--- src/rtl/pli_pkg.sv ---
// Shared constants, codes and channel types of the piecewise linear interpolator
package pli_pkg;

    // table geometry
    localparam int TABLE_DEPTH = 64;
    localparam int ADDR_W      = $clog2(TABLE_DEPTH);
    localparam int CNT_W       = $clog2(TABLE_DEPTH + 1);

    // field widths
    localparam int DATA_W      = 32;
    localparam int IDX_W       = 6;
    localparam int CFG_W       = 7;
    localparam int DIV_CNT_W   = $clog2(DATA_W);

    // entries_in_use after reset
    localparam logic [CFG_W-1:0] CFG_RESET = 7'd2;

    // request function codes
    localparam logic FUNC_LOAD  = 1'b0;
    localparam logic FUNC_QUERY = 1'b1;

    // result region codes
    typedef enum logic [1:0] {
        REGION_INTERIOR = 2'd0,
        REGION_BELOW    = 2'd1,
        REGION_ABOVE    = 2'd2,
        REGION_LOAD     = 2'd3
    } t_region;

    // input request
    typedef struct packed {
        logic                     func;
        logic [IDX_W-1:0]         entry_index;
        logic signed [DATA_W-1:0] x_value;
        logic signed [DATA_W-1:0] y_value;
    } t_in;

    // result request
    typedef struct packed {
        logic signed [DATA_W-1:0] y_result;
        logic [1:0]               region;
    } t_out;

    // controller to datapath
    typedef struct packed {
        logic load;
        logic start;
        logic scan;
        logic setup;
        logic mul;
        logic div;
        logic finish;
        logic out_load;
    } t_cmd;

    // datapath to controller
    typedef struct packed {
        logic hit;
        logic first;
        logic last_entry;
        logic div_last;
    } t_status;

endpackage

--- src/rtl/pli_controller.sv ---
// Controller: sequences load, scan, multiply and divide, owns the handshakes
module pli_controller import pli_pkg::*; (
    input  logic    i_clk,
    input  logic    i_rst_n,
    input  logic    i_in_valid,
    input  logic    i_func,
    input  logic    i_out_stall,
    input  t_status i_status,
    output logic    o_in_stall,
    output logic    o_out_valid,
    output t_cmd    o_cmd
);

    typedef enum logic [6:0] {
        ST_IDLE   = 7'b0000001,
        ST_SCAN   = 7'b0000010,
        ST_SETUP  = 7'b0000100,
        ST_MUL    = 7'b0001000,
        ST_DIV    = 7'b0010000,
        ST_FINISH = 7'b0100000,
        ST_DONE   = 7'b1000000
    } t_state;

    t_state r_state, n_state;
    logic   r_out_valid, n_out_valid;
    logic   out_free;

    assign out_free = !r_out_valid || !i_out_stall;

    // next state and commands
    always_comb begin
        n_state     = r_state;
        n_out_valid = r_out_valid && i_out_stall;
        o_cmd       = '0;
        unique case (r_state)
            ST_IDLE: begin
                if (i_in_valid) begin
                    if (i_func == FUNC_LOAD) begin
                        o_cmd.load = 1'b1;
                        n_state    = ST_DONE;
                    end else begin
                        o_cmd.start = 1'b1;
                        n_state     = ST_SCAN;
                    end
                end
            end
            ST_SCAN: begin
                o_cmd.scan = 1'b1;
                priority if (i_status.hit && i_status.first) begin
                    n_state = ST_DONE;
                end else if (i_status.hit) begin
                    n_state = ST_SETUP;
                end else if (i_status.last_entry) begin
                    n_state = ST_DONE;
                end
            end
            ST_SETUP: begin
                o_cmd.setup = 1'b1;
                n_state     = ST_MUL;
            end
            ST_MUL: begin
                o_cmd.mul = 1'b1;
                n_state   = ST_DIV;
            end
            ST_DIV: begin
                o_cmd.div = 1'b1;
                if (i_status.div_last) begin
                    n_state = ST_FINISH;
                end
            end
            ST_FINISH: begin
                o_cmd.finish = 1'b1;
                n_state      = ST_DONE;
            end
            ST_DONE: begin
                if (out_free) begin
                    o_cmd.out_load = 1'b1;
                    n_out_valid    = 1'b1;
                    n_state        = ST_IDLE;
                end
            end
            default: begin
                n_state = ST_IDLE;
            end
        endcase
    end

    // state registers
    always_ff @(posedge i_clk) begin
        if (!i_rst_n) begin
            r_state     <= ST_IDLE;
            r_out_valid <= 1'b0;
        end else begin
            r_state     <= n_state;
            r_out_valid <= n_out_valid;
        end
    end

    // input taken only when idle and out of reset
    assign o_in_stall  = (r_state != ST_IDLE) || !i_rst_n;
    assign o_out_valid = r_out_valid;

endmodule

--- config.mk ---
export PLATFORM = sky130hd
export DESIGN_NAME = pli_controller
export DESIGN_NICKNAME = d
export VERILOG_FILES = /design/src/rtl/pli_pkg.sv /design/src/rtl/pli_controller.sv
export SDC_FILE = /design/constraint.sdc
export NUM_CORES = 1
export LEC_CHECK = 0
export BUFFER_PORTS_ARGS = -buffer_cell sky130_fd_sc_hd__buf_2
export CAP_MARGIN = 20
export CORE_AREA = 2 2 39 41
export CTS_CLUSTER_DIAMETER = 200
export DETAILED_ROUTE_END_ITERATION = 10
export DIE_AREA = 0 0 41 43
export HOLD_SLACK_MARGIN = 0.06
export PLACE_DENSITY = 0.75
export RECOVER_POWER = 100
export REMOVE_ABC_BUFFERS = 1
export SETUP_SLACK_MARGIN = 0.3
export SLEW_MARGIN = 40
export SYNTH_ARGS = -nofsm -noshare
export SYNTH_HDL_FRONTEND = slang
export SYNTH_SLANG_ARGS = --single-unit
--- constraint.sdc ---
create_clock -name i_clk -period 3.31 [get_ports i_clk]
set_input_delay 0.1655 -clock i_clk [delete_from_list [all_inputs] [get_ports i_clk]]
set_output_delay 0.1655 -clock i_clk [all_outputs]
set_load 0.02 [all_outputs]
==> results of run 1 <==
==> Yosys cell counts (all sizes together) <==
cell type / count / area [sq um]
and2: 1 / 6.26
o211ai: 1 / 7.51
buf: 4 / 18.8
or2: 1 / 6.26
nand2b: 1 / 6.26
nand2: 5 / 18.8
a32o: 1 / 10.0
or3b: 1 / 8.76
dfxtp: 8 / 160
a2111oi: 2 / 36.3
o21ai: 2 / 10.0
o21a: 1 / 7.51
a21oi: 1 / 5.00
xor2: 1 / 8.76
and4: 1 / 8.76
nor2: 6 / 22.5
or4b: 2 / 23.8
nand3b: 1 / 7.51
o22a: 1 / 8.76
and4b: 2 / 20.0
a31o: 1 / 8.76
nor2b: 1 / 6.26
nor4: 3 / 25.0
inv: 2 / 7.51
or3: 2 / 12.5
or2b: 1 / 7.51
o31ai: 1 / 7.51
nand3: 1 / 5.00
nor3: 3 / 20.0
a21boi: 2 / 15.0
and3: 4 / 25.0
o311ai: 1 / 8.76
==> routing by layer <==
layer	routed length, microns	global-route usage [%]	up-vias
li1	-	-	282
met1	622	25.0	268
met2	595	24.1	16
met3	66	3.14	0
met4	0	8.00	0
met5	0	0	-
==> metrics by stage <==
| stage | area [sq um] | utilization, % | power, W |
|---|---|---|---|
| floorplan | 532 | - | 0.000166 |
| global placement | 642 | 46.4 | 0.000187 |
| detailed placement | 642 | 46.4 | 0.000188 |
| CTS | 664 | 48.0 | 0.000263 |
| global route | 624 | 45.1 | 0.000270 |
| finish | 624 | 45.1 | 0.000249 |
==> kinds of logic after synthesis <==
kind of cell,count (synthesis)
compound gates,14
xor+xnor,1
buf+inv,6
flops,8
simple gates,36
==> power breakdown <==
part / internal [W] / switching [W] / total (W)
logic: 0.0000291 / 0.0000366 / 0.0000657
registers: 0.000102 / 0.0000103 / 0.000112
clock network: 0.0000413 / 0.0000302 / 0.0000714
total: 0.000172 / 0.0000771 / 0.000249
==> flip-flops by register name, indices dropped and copies added (netlist names) <==
register,cells
r_state,7
o_out_valid,1
==> worst max-delay path, delay by kind of cell (launching register included) <==
kind             cells  cell delay (ps)
AND/OR/NAND/NOR      3              860
AO/OA/AOI/OAI        1              950
flip-flops           1              490
==> area by class of cell <==
class	count	share of cell area (%)
clock buffers	3	3.61
inverters	2	1.20
multi-input cells	51	53.7
flip-flops and latches	8	25.7
well taps	16	3.21
repair buffers	18	12.6
==> how the worst max path moves through the flow <==
stage	startpoint	endpoint	slack (ps)	cells after the start
2_1_floorplan	r_state[2]	r_state[2]	1360	3
3_3_place_gp	r_state[2]	o_cmd[6]	1450	5
3_5_place_dp	r_state[2]	o_cmd[6]	1450	5
4_1_cts	r_state[2]	o_cmd[6]	1170	5
5_1_grt	r_state[1]	r_state[2]	560	4
6_report	r_state[1]	r_state[2]	900	4
==> out/qor.txt, run 1 <==
Status - finished clean
IO buf count - 18
CP Max Fanout - 11
Fillers - 143
Leakage - 0.268 nW
Critical path class - reg -> reg
Dpl cells - 95
Bufs on Longest Clock Path - 2
Worst setup margin - 902 ps
Seq cells post-synth - 8
Register area - 160 sq um
Startpoint of the lowest-slack hold path - i_status[0]
Post-synthesis instance area - 551 sq um
DR vias/cell - 5.78
Die Ht - 43 microns
Reg2Reg Depth - 4
Compound-Gate Fraction of Synth Area - 22.7%
CTS resizes - 0
Multi-input gate area - 335 sq um
Setup violations, final - 0
Effective utilization at floorplan - 39.8%
Fin cells - 98
Crit share post-route - 72.8%
Mux share of post-synthesis cell area - 0%
Simple-Gate Fraction of Synth Area - 41.8%
DIE WIDTH - 41 microns
DRT iter0 DRCs - 8
Number of global-route vias before repair - 464
WL final - 1290 microns
Synth Instances - 65
Fin. Hold Viols - 0
Cell variety after synth - 37
Synth Area in Adders - 0%
FF-to-FF Start - r_state[1]
RSZ-0062 raised after global routing - no
Power per cell area - 399 nW/um^2
Synth warn - 0
Cells along the critical path - or4b_1, a2111oi_0, nor3_1, and4_1
Detailed-route via count - 566
Clk root buf - clkbuf_4
First-pass GRT wire length - 2090 microns
Placed wire-length estimate - 989 microns
CP endpoint kind - register
Core ar. - 1380 sq um
Slew margin rel. - 24.3%
Hold Slack - 156 ps
Most frequent cells in the layout - buf_2, clkbuf_1, dfxtp_1, nor2_1, nand2_1
Hold Path Depth - 2
Cts bufs inserted - 3
Layout cell share with drive strength beyond 1 - 17.1%
Hold_buf cts - 0
Worst vdd ir - 0.000210 V
Type of the worst min-delay path - in -> reg
Clock Pin Slew Worst Setup and Hold Paths - 50 ps
CTS tree - done
WHS Endpoint - r_state[5]
Total GRT Usage - 17.3%
RD Place Congestion - 0.758
Worst EP required - 3450 ps
Area Growth Syn to Fin - 13.4%
Peak Freq - 415 MHz
CTS Sinks - 8
Pin count of the biggest net entering global routing - 12
Delay of the slowest critical-path stage - 950 ps
Setup TNS - 0 ps
Worst Skew - 1.37 ps
Period minus WS final - 2410 ps
Nets - 93
DR WL/cell - 13.1 microns
Seq/Total Area, Yosys - 29.1%
Post-Synth XOR/XNOR Area - 1.59%
# DRC - 0
Row count - 14
Clk Latency, worst-skew pair - 250 ps
Max-cap check violation count - 0
CTS H-tree lvls - 1
Max Slew Vio Count - 0
Avg Synthesized Cell Area - 8.47 sq um
Ant diodes - 0
Largest family of logic cells by synthesized area - simple AND/OR/NAND/NOR gates
Post-CTS Repair Setup Buffers - 0
CP arrival - 2550 ps
DP Worst Slack - 1450 ps
Initial antenna violation count - 0
Worst Setup Start Kind - register
First drt pass iteration count - 4
Total grt overflow - 0
FF-to-FF End - r_state[2]
Final antenna-violating net count - 0
Worst Max-Slew Pin Slew - 1110 ps
Die area - 1760 sq um
Top-level I/O count - 19
Reg2reg setup slack - 900 ps
CP max stage cell - a2111oi_0
Note: power is estimated with default switching activity, not from simulation.
==> run 2: changes to the inputs <==
--- a/config.mk
+++ b/config.mk
@@ -7,12 +7,12 @@
 export LEC_CHECK = 0
 export BUFFER_PORTS_ARGS = -buffer_cell sky130_fd_sc_hd__buf_2
 export CAP_MARGIN = 20
-export CORE_AREA = 2 2 39 41
+export CORE_MARGIN = 2
+export CORE_UTILIZATION = 42
 export CTS_CLUSTER_DIAMETER = 200
 export DETAILED_ROUTE_END_ITERATION = 10
-export DIE_AREA = 0 0 41 43
 export HOLD_SLACK_MARGIN = 0.06
-export PLACE_DENSITY = 0.75
+export PLACE_DENSITY = 0.79
 export RECOVER_POWER = 100
 export REMOVE_ABC_BUFFERS = 1
 export SETUP_SLACK_MARGIN = 0.3
==> constraint.sdc (replaced) <==
create_clock -name i_clk -period 2 [get_ports i_clk]
set_input_delay 0.1 -clock i_clk [delete_from_list [all_inputs] [get_ports i_clk]]
set_output_delay 0.1 -clock i_clk [all_outputs]
set_load 0.02 [all_outputs]
==> run 2 against run 1 <==
  * Flip-flop and latch count unchanged
  * Routed wire length rose by 62%
  * Register-to-register slack worse by 800 ps
  * Global-route usage is 8.6 points higher
  * Combinational power increased to 3.3 times the previous value
  * Via count rose by 23%
  * Non-clock buffer count up 16
  * Clock skew up 1.5 ps
  * Cell count is 15% higher
  * Largest power group is now combinational cells
  * Die area is 8.3% lower
  * First-iteration DRC count rose to 6.3 times the previous value
==> out/qor.txt, run 2 (synthesized netlist as in run 1, its figures left out) <==
Status - finished clean
Worst EP required - 1900 ps
Core ar. - 1270 sq um
Total GRT Usage - 25.9%
Peak Freq - 528 MHz
Initial antenna violation count - 0
Area Growth Syn to Fin - 61.1%
WL met1 - 772 microns
Reg2reg setup slack - 110 ps
Effective utilization at floorplan - 43.4%
Final antenna-violating net count - 0
Worst Setup Start Kind - register
Setup TNS - 0 ps
Leakage - 0.383 nW
WL final - 2080 microns
Worst Skew - 2.86 ps
CTS Sinks - 8
Clk root buf - clkbuf_4
Die Ht - 40.2 microns
WHS Endpoint - r_state[5]
Number of global-route vias before repair - 642
Total grt overflow - 0
Cts bufs inserted - 3
Cells along the critical path - or4b_4, or2_0, a21oi_2, buf_6
RD Place Congestion - 0.780
Layout cell share with drive strength beyond 1 - 54.1%
Fin. Hold Viols - 0
Nets - 109
Setup violations, final - 0
# DRC - 0
Worst Max-Slew Pin Slew - 704 ps
CP Max Fanout - 8
Crit share post-route - 94.7%
Max-cap check violation count - 0
IO buf count - 18
DP Area - 656 sq um
Type of the worst min-delay path - in -> reg
Ant diodes - 0
Period minus WS final - 1890 ps
Slew margin rel. - 53.0%
RSZ-0062 raised after global routing - yes
DR WL/cell - 18.4 microns
Critical path class - reg -> out
DRT iter0 DRCs - 50
DR vias/cell - 6.17
Max FFs per register - 7
DIE WIDTH - 40.2 microns
Pin count of the biggest net entering global routing - 11
Row count - 13
CP max stage cell - or4b_4
Post-layout instance area - 887 sq um
Biggest register - r_state
Hold Path Depth - 2
Delay of the slowest critical-path stage - 500 ps
Power per cell area - 611 nW/um^2
First-pass GRT wire length - 2750 microns
Most frequent cells in the layout - buf_4, buf_2, nor2_1, clkbuf_1
Most common cell after layout, fill and taps aside - buf_4
Clock Pin Slew Worst Setup and Hold Paths - 60 ps
CP endpoint kind - output pin
Hold Slack - 74.3 ps
Top routing layer used - met4
CTS H-tree lvls - 1
CP arrival - 1790 ps
Fillers - 91
Worst vdd ir - 0.000372 V
Hold_buf cts - 0
Metal2 WL - 1070 microns
FF-to-FF Start - r_state[0]
CTS tree - done
Die area - 1620 sq um
Startpoint of the lowest-slack hold path - i_status[0]
Reg2Reg Depth - 5
Clk Latency, worst-skew pair - 260 ps
First drt pass iteration count - 4
Max Slew Vio Count - 0
Top-level I/O count - 19
FF-to-FF End - r_state[0]
Bufs on Longest Clock Path - 2
DR WL met3 - 149 microns
Detailed-route via count - 697
Placed wire-length estimate - 1020 microns
[run 2: changes by cell type in the layout (fill, tap and decap cells not counted), moves of 3 or more]
cell      before  now
buf_4          0   15
buf_6          0    3
dfxtp_1        8    2
dfxtp_2        0    4
clkbuf_1       9    6
nor4_1         3    0
[run 2: timing repair]
| action | CTS | global route |
|---|---|---|
| resized for setup | 21 | 15 |
| endpoints found under the hold margin | 0 | 0 |
| setup buffers | 12 | 2 |
| endpoints found under the setup margin | 10 | 12 |
| pin swaps | 4 | 4 |
[run 2: area by class of cell]
| cell class | count | area [sq um] | share of cell area, % |
|---|---|---|---|
| clock buffer | 3 | 22.5 | 2.54 |
| timing repair buffer | 34 | 219 | 24.7 |
| tap | 15 | 18.8 | 2.12 |
| sequential | 8 | 173 | 19.5 |
| multi-input combinational | 51 | 447 | 50.4 |
| inverter | 2 | 7.51 | 0.846 |
[run 2: stage by stage]
step	setup slack [ps]	total power, W	util, %	instances
after floorplan	52.7	0.000275	-	61
after global placement	219	0.000312	51.7	96
after detailed placement	222	0.000316	51.7	96
after CTS	171	0.000498	66.4	111
after global routing	45.2	0.000561	69.9	113
final	106	0.000542	69.9	113
[run 2: layer usage]
layer  vias to the layer above  GRT usage, %
met4                         0          16.7
met5                         -             0
met3                        14          2.22
li1                        314             -
met1                       320          27.4
met2                        49          48.4
[run 2: where the power goes]
group / switching (W) / internal (W) / total (W)
Clock: 0.0000609 / 0.0000691 / 0.000130
Combinational: 0.000104 / 0.000114 / 0.000218
Sequential: 0.0000242 / 0.000169 / 0.000193
[run 2: worst max-delay path: cells and delay by family, from the launching register on]
family / cells / cell delay [ps]
compound gates: 1 / 160
buf+inv: 1 / 140
flops: 1 / 440
simple gates: 2 / 790
[run 2: how the worst max path moves through the flow]
stage / cells after the start / startpoint / end
2_1_floorplan: 3 / r_state[2] / r_state[2]
3_3_place_gp: 4 / r_state[0] / r_state[2]
3_5_place_dp: 4 / r_state[0] / r_state[2]
4_1_cts: 5 / r_state[1] / o_cmd[0]
5_1_grt: 7 / r_state[1] / o_cmd[6]
6_report: 4 / r_state[6] / o_cmd[0]
==> run 3: changes to the inputs <==
--- a/config.mk
+++ b/config.mk
@@ -5,6 +5,7 @@
 export SDC_FILE = /design/constraint.sdc
 export NUM_CORES = 1
 export LEC_CHECK = 0
+export ABC_AREA = 1
 export BUFFER_PORTS_ARGS = -buffer_cell sky130_fd_sc_hd__buf_2
 export CAP_MARGIN = 20
 export CORE_MARGIN = 2
@@ -12,10 +13,11 @@
 export CTS_CLUSTER_DIAMETER = 200
 export DETAILED_ROUTE_END_ITERATION = 10
 export HOLD_SLACK_MARGIN = 0.06
-export PLACE_DENSITY = 0.79
+export PLACE_DENSITY = 0.78
 export RECOVER_POWER = 100
 export REMOVE_ABC_BUFFERS = 1
 export SETUP_SLACK_MARGIN = 0.3
+export SKIP_LAST_GASP = 1
 export SLEW_MARGIN = 40
 export SYNTH_ARGS = -nofsm -noshare
 export SYNTH_HDL_FRONTEND = slang
==> run 3 against run 2 <==
  * Via count down 9.8%
  * Sequential power is essentially flat
  * Die area rose by 0.82%
  * Non-clock buffer count is 16 lower
  * Synthesized cell count increased by 40%
  * Area after synthesis up 0.91%
  * Worst hold slack improved by 22 ps
  * Cell count rose by 12%
  * Clock power down 3%
  * Fmax grew 16%
  * Utilization is 19 points lower
  * Largest cell class unchanged
==> out/qor.txt, run 3 <==
Post-synth top area cell - dfxtp_1
Delay of the slowest critical-path stage - 340 ps
Placed wire-length estimate - 1070 microns
CP max stage cell - dfxtp_1
Buffers and inverters on the worst path - 2
Die Ht - 40.4 microns
Total GRT Usage - 20.0%
Final antenna-violating net count - 0
Hold Slack - 96.0 ps
Bufs on Longest Clock Path - 2
Biggest register - r_state
Setup violations, final - 0
Area Growth Syn to Fin - 17.3%
CTS resizes - 0
Clk Latency, worst-skew pair - 260 ps
Critical path class - reg -> out
Setup TNS - 0 ps
Hold_buf cts - 0
Nets - 123
RSZ-0062 raised after global routing - no
# DRC - 0
Pin count of the biggest net entering global routing - 7
Largest cells by area after synthesis - dfxtp_1, nor2_1, nand2_1
CTS Sinks - 8
First-pass GRT wire length - 1970 microns
Initial antenna violation count - 0
Delay-heaviest family, CP - simple AND/OR/NAND/NOR gates
Type of the worst min-delay path - in -> reg
Synth Instances - 91
Top-count cell post-synth - nor2_1
DRT iter0 DRCs - 11
Period minus WS final - 1630 ps
Peak Freq - 613 MHz
Most frequent cells in the layout - nor2_1, nand2_1, inv_1, nand3_1, buf_2
Clock Pin Slew Worst Setup and Hold Paths - 60 ps
CP endpoint kind - output pin
First drt pass iteration count - 5
Crit share post-route - 81.5%
Worst Skew - 3.53 ps
Slew margin rel. - 76.8%
Post-synth EDFFs - 0
Worst Setup Start Kind - register
Row count - 13
Power per cell area - 856 nW/um^2
CTS H-tree lvls - 1
Max Slew Vio Count - 0
Leakage - 0.370 nW
Avg Synthesized Cell Area - 6.10 sq um
Seq/Total Area, Yosys - 28.8%
Cts bufs inserted - 3
Ant diodes - 0
Fin. Hold Viols - 0
Clk root buf - clkbuf_4
DR WL/cell - 10.3 microns
Synth warn - 0
Seq cells post-synth - 8
Top cell type's share of synthesized area - 28.8%
Top-level I/O count - 19
Cell variety after synth - 15
DR vias/cell - 4.95
Worst Max-Slew Pin Slew - 347 ps
CP arrival - 1530 ps
Worst vdd ir - 0.000362 V
WL final - 1310 microns
CP Max Fanout - 6
DIE WIDTH - 40.4 microns
Total grt overflow - 0
Die area - 1630 sq um
Layout cell share with drive strength beyond 1 - 24.1%
Synth cell count leaders - nor2_1, nand2_1, inv_1, nand3_1, dfxtp_1
Max FFs per register - 7
Effective utilization at floorplan - 43.8%
Number of global-route vias before repair - 492
Post-synthesis instance area - 556 sq um
Async SR Flop Fraction - 0%
Most common cell after layout, fill and taps aside - nor2_1
Core Util, Final - 51.4%
Worst EP required - 1900 ps
Detailed-route via count - 629
Post-synth top flop - dfxtp_1
Max-cap check violation count - 0
CTS tree - done
RD Place Congestion - 0.838
Status - finished clean
Core ar. - 1270 sq um
IO buf count - 18
Worst path most repeated cell - nor2_1
Post-CTS Repair Setup Buffers - 0
Cells along the critical path - inv_1, nand3_1, nor2_1, nand2_1, nor2_1, buf_2
-- run 3: cell types whose count changed after synthesis, sizes merged, moves of 4 or more --
cell | previous run | this run
buf | 4 | 0
and3 | 4 | 0
nand2 | 5 | 21
nand3 | 1 | 14
inv | 2 | 18
nor2 | 6 | 21
-- run 3: kinds of logic after synthesis --
family	after synthesis	share of synthesized area, %
compound gates	4	4.28
simple gates	61	54.7
buf+inv	18	12.2
flops	8	28.8
-- run 3: per-stage QoR --
stage	cells	setup slack, ps	instance area (sq um)	power [W]
after floorplan	91	684	556	0.000400
after global placement	124	792	664	0.000456
after detailed placement	124	770	664	0.000460
after CTS	127	480	687	0.000590
after global routing	127	215	652	0.000605
final	127	369	652	0.000558
-- run 3: per-layer routing --
metal | global-route usage, % | vias up | routed length, microns
met5 | 0 | - | 0
met4 | 20.0 | 0 | 66
met3 | 5.00 | 4 | 73
met2 | 29.8 | 26 | 588
met1 | 22.5 | 274 | 578
li1 | - | 325 | -
-- run 3: final timing paths --
check	from	endpoint	slack [ps]	cells past startpoint
worst min register to register	o_out_valid	o_out_valid	490	2
worst max-delay path	r_state[6]	o_cmd[7]	370	6
worst min-delay path	i_rst_n	r_state[0]	100	2
worst max register to register	r_state[3]	r_state[0]	570	8
-- run 3: report_power, final --
group          internal (W)  leakage [nW]  switching [W]
registers          0.000177        0.0651      0.0000159
logic             0.0000765         0.291       0.000162
clock network     0.0000688        0.0138      0.0000573
-- run 3: area by class of cell --
class	count	area (sq um)
fillers	133	617
flip-flops and latches	8	160
clock buffers	3	22.5
well taps	15	18.8
inverters	18	67.6
multi-input cells	65	303
repair buffers	18	80.1
-- run 3: worst reg2reg max path: stages, from the launching register on --
cell and delay [ps]:
dfxtp_1 340, inv_2 70, nand2_2 60, nor2_1 280, nand3_1 200, nand2_2 140
nor2_1 90, nand2_1 70, nand3_1 60
